File: config.mk
export PLATFORM = sky130hd
export DESIGN_NAME = mmcv_ctrl
export DESIGN_NICKNAME = d
export VERILOG_FILES = /design/src/hdl/masked_mean_and_coeff_of_variation_assert.svh /design/src/hdl/mmcv_pkg.sv /design/src/hdl/mmcv_ctrl.sv
export SDC_FILE = /design/constraint.sdc
export NUM_CORES = 1
export LEC_CHECK = 0
export ABC_AREA = 1
export BUFFER_PORTS_ARGS = -buffer_cell sky130_fd_sc_hd__buf_4
export CORE_AREA = 2 2 39 41
export CTS_BUF_LIST = sky130_fd_sc_hd__clkbuf_4 sky130_fd_sc_hd__clkbuf_8
export CTS_CLUSTER_SIZE = 10
export DETAILED_ROUTE_END_ITERATION = 8
export DIE_AREA = 0 0 41 43
export HOLD_SLACK_MARGIN = 0.08
export PLACE_DENSITY = 0.58
export RECOVER_POWER = 25
export SYNTH_ARGS = -nofsm -noshare
export SYNTH_HDL_FRONTEND = slang
export SYNTH_SLANG_ARGS = --single-unit
export TNS_END_PERCENT = 1
File: constraint.sdc
create_clock -name clk -period 1.22 [get_ports clk]
set_input_delay 0 -clock clk [delete_from_list [all_inputs] [get_ports clk]]
set_output_delay 0 -clock clk [all_outputs]
set_load 0.01 [all_outputs]
File: src/hdl/masked_mean_and_coeff_of_variation_assert.svh
// Assertion macros for the masked mean and coefficient of variation block.
`ifndef MASKED_MEAN_AND_COEFF_OF_VARIATION_ASSERT_SVH
`define MASKED_MEAN_AND_COEFF_OF_VARIATION_ASSERT_SVH
`ifndef SYNTHESIS
`define MMCV_ASSERT_SAME(lbl, ante, cons) \
    lbl: assert property (@(posedge clk) disable iff (!rst_n) (ante) |-> (cons)) \
        else $error("assertion failed");
`define MMCV_ASSERT_NEXT(lbl, ante, cons) \
    lbl: assert property (@(posedge clk) disable iff (!rst_n) (ante) |=> (cons)) \
        else $error("assertion failed");
`else
`define MMCV_ASSERT_SAME(lbl, ante, cons)
`define MMCV_ASSERT_NEXT(lbl, ante, cons)
`endif
`endif

File: src/hdl/mmcv_pkg.sv
// Types and constants shared by the mean and coefficient of variation block.
`timescale 1ns / 1ps
package mmcv_pkg;
    localparam int DW     = 24;
    localparam int DIV_N  = 64;
    localparam int DIV_D  = 24;
    localparam logic signed [DW-1:0] CVAR_MAX = 24'sd8388607;

    typedef struct packed {
        logic signed [DW-1:0] sample;
        logic                 sample_is_nan;
        logic                 last;
    } in_t;

    typedef struct packed {
        logic signed [DW-1:0] mean;
        logic signed [DW-1:0] cvar;
        logic [6:0]           valid_count;
        logic                 overflow;
    } out_t;

    typedef enum logic [0:0] {
        REG_USE_NODATA   = 1'b0,
        REG_NODATA_VALUE = 1'b1
    } cfg_idx_t;

    typedef enum logic [1:0] {
        DIV_MEAN,
        DIV_VAR,
        DIV_CVAR
    } div_sel_t;

    typedef enum logic [3:0] {
        S_IDLE,
        S_ACC,
        S_PROD,
        S_MSTART,
        S_MWAIT,
        S_VSTART,
        S_VWAIT,
        S_SSTART,
        S_SWAIT,
        S_CSTART,
        S_CWAIT,
        S_OUT
    } state_t;

    typedef struct packed {
        logic     take;
        logic     acc;
        logic     prod;
        logic     div_start;
        div_sel_t div_sel;
        logic     div_store;
        logic     sqrt_start;
        logic     load_out;
    } cmd_t;

    typedef struct packed {
        logic acc_last;
        logic div_busy;
        logic div_done;
        logic sqrt_busy;
        logic out_busy;
    } sts_t;
endpackage

File: src/hdl/mmcv_ctrl.sv
// Sequencer for accumulation and the per-series divide and square root steps.
`timescale 1ns / 1ps
module mmcv_ctrl
    import mmcv_pkg::*;
(
    input  logic clk,
    input  logic rst_n,
    input  logic in_valid,
    output logic in_ready,
    input  sts_t sts,
    output cmd_t cmd
);
    state_t state_reg, state_next;

    always_ff @(posedge clk or negedge rst_n)
    begin
        if (!rst_n)
        begin
            state_reg <= S_IDLE;
        end
        else
        begin
            state_reg <= state_next;
        end
    end

    always_comb
    begin
        state_next = state_reg;
        cmd        = '0;
        cmd.div_sel = DIV_MEAN;
        in_ready   = 1'b0;
        unique case (state_reg)
            S_IDLE:
            begin
                in_ready = 1'b1;
                cmd.take = in_valid;
                if (in_valid)
                begin
                    state_next = S_ACC;
                end
            end
            S_ACC:
            begin
                cmd.acc    = 1'b1;
                state_next = sts.acc_last ? S_PROD : S_IDLE;
            end
            S_PROD:
            begin
                cmd.prod   = 1'b1;
                state_next = S_MSTART;
            end
            S_MSTART:
            begin
                cmd.div_start = 1'b1;
                state_next    = S_MWAIT;
            end
            S_MWAIT:
            begin
                if (sts.div_done)
                begin
                    cmd.div_store = 1'b1;
                    state_next    = S_VSTART;
                end
            end
            S_VSTART:
            begin
                cmd.div_sel   = DIV_VAR;
                cmd.div_start = 1'b1;
                state_next    = S_VWAIT;
            end
            S_VWAIT:
            begin
                cmd.div_sel = DIV_VAR;
                if (sts.div_done)
                begin
                    cmd.div_store = 1'b1;
                    state_next    = S_SSTART;
                end
            end
            S_SSTART:
            begin
                cmd.sqrt_start = 1'b1;
                state_next     = S_SWAIT;
            end
            S_SWAIT:
            begin
                if (!sts.sqrt_busy)
                begin
                    state_next = S_CSTART;
                end
            end
            S_CSTART:
            begin
                cmd.div_sel   = DIV_CVAR;
                cmd.div_start = 1'b1;
                state_next    = S_CWAIT;
            end
            S_CWAIT:
            begin
                cmd.div_sel = DIV_CVAR;
                if (sts.div_done)
                begin
                    cmd.div_store = 1'b1;
                    state_next    = S_OUT;
                end
            end
            S_OUT:
            begin
                if (!sts.out_busy)
                begin
                    cmd.load_out = 1'b1;
                    state_next   = S_IDLE;
                end
            end
            default:
            begin
                state_next = S_IDLE;
            end
        endcase
    end
endmodule

### Yosys cells after proc, flatten, opt, wreduce, memory -nomap -nowiden

Index checks and enable logic that the tools add are counted.

| storage, ports and cells | value |
|---|---|
| register bits after elaboration | 4 |
| output and inout bits | 10 |

| cells by class | value |
|---|---|
| equal/unequal tests | 17 |
| mux-type cells | 19 |
| reduce and logical (&&, ||, !) cells | 6 |

Operators with widths:

| operator | number |
|---|---|
| one-hot mux 4 bit (12 select lines) | 1 |
| 2-to-1 mux 4 bit | 6 |
| == test 4 x 3 -> 1 bit, second input constant | 4 |
| == test 4 bit, second input constant | 4 |
| != test 2 bit, second input constant | 6 |
| 2-to-1 mux 1 bit | 10 |
| == test 4 x 2 -> 1 bit, second input constant | 2 |
| AND reduction 6 bit | 1 |
| OR reduction 3 bit | 2 |
| == test 4 x 1 -> 1 bit, second input constant | 1 |
| zero test 4 bit | 1 |
| one-hot mux 2 bit (2 select lines) | 1 |
| OR reduction 2 bit | 2 |
| 2-to-1 mux 2 bit | 1 |

### Logic depth before layout (Yosys ltp)

| logic depth | value |
|---|---|
| word-level depth | 3 |
| depth in mapped cells | 8 |
| depth with buffers taken out | 8 |

### Worst setup path before layout

OpenSTA, ideal clock, no wires.

| timing | value |
|---|---|
| path kind | register -> register |
| from | register state_reg[3] |
| to | register state_reg[1] |
| setup time | 117 ps |
| arrival | 988 ps |
| setup slack | 115 ps |
| cell stages (with the launch flop) | 7 |
| period minus slack after synthesis | 1105 ps |
| path through | dfrtp_1 > nor2_1 > nand3_1 > nand2_1 > inv_2 > nand3_1 > nand2_1 |

| on the way | value |
|---|---|
| longest elaborated chain between the ends | 3 |

RTL lines:

| what | line | source |
|---|---|---|
| from (decl) | mmcv_ctrl.sv:13 | `state_t state_reg, state_next;` |
| from (signal assigned) | mmcv_ctrl.sv:23 | `state_reg <= state_next;` |
| == test 4 x 3 -> 1 bit (tied with other cells) | mmcv_ctrl.sv:33 | `unique case (state_reg)` |
| != test 2 bit (no source line) | - |  |
| AND reduction 6 bit (no source line) | - |  |

Several ways; a longest one is shown, not always the timed one.
A chain may end at the register's enable or synchronous reset.

==> reports/metrics.yaml <==
grt:
  grt_overflow: 0
  antenna_found_initial: 0
  grt_pass1_vias: 401
  grt_pass1_wl_mm: 1.61
  grt_max_degree: 8
  grt_usage_pct: 13.0
critical_path:
  worstPathRequired_ns: 1.22
  cp.arrival_ns: 1.24
  worst_path_max_delay_cell: "dfrtp_2"
  end_kind: "output pin"
  crit_family: "flip-flops"
  critPathKind: "flop to output pin"
  crit_top_cell: "buf_4"
  path_cells: "nand2_4 > buf_4 > nor4_1 > buf_4"
  crit_buf_inv: 2
  critPathMaxStageDelay_ns: 0.46
  critPathLaunchType: "flop"
  worst-path-max-fanout: 5
drt:
  avgViaCountPerCell: 4.51
  routed_wirelength_mm: 1.08
  drt-initial-drc-count: 4
  post_drt_wl_per_cell_um: 9.40
  postRouteAntennaNets: 0
  drtPass1Iterations: 4
  drc: 0
  via_count: 519
layout:
  largest_register_ffs: 4
  nNetsFinal: 109
  diodes: 0
  most-common-layout-cells: "buf_4 (19), nand2_1 (16), nand3_1 (11)"
  drive_above_1_share_pct: 55.6
  final_common_cell: "buf_4"
  synthToLayoutAreaGrowth_pct: 75.9
  fin_util_pct: 51.5
placed_design:
  gp_congestion: 0.797
  hpwl_um: 793
  numPortBuffers: 16
sta:
  max_slew_margin_pct: 84.9
  fin_ws_ns: -0.0248
  whs_ns: 0.118
  report.final.slew_viol_count: 0
  worst_pin_slew_ns: 0.225
  finalSetupViolations: 4
  fin_crit_sh_pct: 102
  rsz0062_at_grt: "yes"
  fmax_ghz: 0.803
  finalHoldViolCount: 0
  finClkSkew_ns: 0.00391
  min_period_ns: 1.24
floorplan:
  die_h_um: 43
  fp.dieArea_um2: 1760
  die_w_um: 41
  ios: 18
  rows: 14
  start_util_pct: 29.3
  coreArea_um2: 1380
yosys:
  synth_compound_area_share_pct: 6.17
  synth_top_family_by_area: "simple AND/OR/NAND/NOR gates"
  synth_xor_area_share_pct: 0
  synth.largest_area_cell: "dfrtp_1"
  ys_types: 15
  synth.ff_latch_count: 4
  seq_area_frac_synth_pct: 24.7
  postSynthAreaPerCell_um2: 5.79
  synthCells: 70
  synthMuxAreaShare_pct: 0
  synthAdderAreaFrac_pct: 0
  synth_area_um2: 405
  synth_top_area_share_pct: 24.7
  syn_nets: 78
  yosysWarnings: 0
  synthTopCellsByArea: "dfrtp_1 (25%), nand2_1 (19%), nand3_1 (14%)"
  yosys.area_share.simple_pct: 55.2
power_and_ir_drop:
  ir_drop_mv: 1.20
  power.leakage_uw: 0.000402
  finalPower_uw: 1660
  power_density_nw_per_um2: 2330
run_status:
  violations: "setup timing"
  status: "finished with violations"
run:
  cap_viol_max_count: 0
clocking:
  clk_pin_slew_ns: 0.04
  numCtsBuffers: 3
  clk_latency_ns: 0.23
  clockRootBuffer: "clkbuf_4"
  htree_num_levels: 1
  cts_tree: "done"
  clock_path_buffers: 2
  clkSinkCount: 4
min_path:
  hold_class: "primary input to async pin"
[worst paths after layout]
kind                                          start                  endpoint  slack, ns  depth (start not counted)
max                        state_reg[0]$_DFFE_PN0P_                    cmd[0]      -0.02                          4
min in group clk                             sts[1]  state_reg[1]$_DFFE_PN0P_       0.18                          5
min reg2reg                state_reg[1]$_DFFE_PN0P_  state_reg[1]$_DFFE_PN0P_       0.59                          2
max in group asynchronous                     rst_n  state_reg[2]$_DFFE_PN0P_       0.91                          2
min                                           rst_n  state_reg[1]$_DFFE_PN0P_       0.12                          2
max reg2reg                state_reg[3]$_DFFE_PN0P_  state_reg[1]$_DFFE_PN0P_       0.03                          9
[timing repair]
action                     in CTS  in global routing
setup endpoints to repair       6                 13
pin swaps                       3                  6
setup buffers                   2                  1
resized for setup              11                 16
hold endpoints to repair        5                  0
hold buffers                    2                  0
[power breakdown]
group / switching, µW / leakage (µW) / total [µW] / internal (µW)
Sequential: 126 / 0.0000456 / 327 / 201
Combinational: 628 / 0.000343 / 1180 / 549
Clock: 49.8 / 0.0000138 / 160 / 110
Total: 804 / 0.000402 / 1660 / 860
[cell usage after synthesis]
cell type / n
nand2_1: 20
nor3_1: 2
nor2_2: 1
nor2_1: 6
nor4_1: 1
nand2_2: 1
nand3_2: 2
nand3_1: 11
inv_2: 3
o21ai_1: 2
nor2_4: 2
dfrtp_1: 4
o21ai_0: 1
a21oi_1: 2
inv_1: 12
[metrics by stage]
stage	cells	TNS (ns)	instance area [µm²]	worst slack, ns
6_report	115	-0.0526	713	-0.0248
5_1_grt	115	-0.750	713	-0.0862
4_1_cts	114	-0.158	668	-0.0434
3_5_place_dp	107	0	583	0.0453
3_3_place_gp	107	0	583	0.0353
2_1_floorplan	70	0	405	0.115
[metal layers]
layer / GRT usage, % / routed length [µm] / up-vias
met5: 0 / 0 / -
met4: 6.00 / 0 / 0
met3: 0 / 27 / 0
met2: 20.0 / 548 / 9
met1: 18.2 / 505 / 229
li1: - / - / 281
[final cells by class]
| class | instances | area (µm²) |
|---|---|---|
| Fill cell | 140 | 671 |
| Timing Repair Buffer | 26 | 211 |
| Sequential cell | 4 | 105 |
| Inverter | 15 | 58.8 |
| Multi-Input combinational cell | 51 | 295 |
| Clock buffer | 3 | 22.5 |
| Tap cell | 16 | 20.0 |
[logic make-up after synthesis]
| group | count (synthesis) |
|---|---|
| compound gates | 5 |
| simple gates | 46 |
| flops | 4 |
| buf+inv | 15 |
[worst reg2reg max path: stages, from the launching register on]
cell	delay, ns
dfrtp_2	0.44
nor2_2	0.13
buf_6	0.13
buf_4	0.10
nand3_1	0.06
nand2_1	0.07
inv_1	0.04
nand2_1	0.05
nand3_1	0.06
nand2_1	0.07
Note: power is estimated with default switching activity, not from simulation.
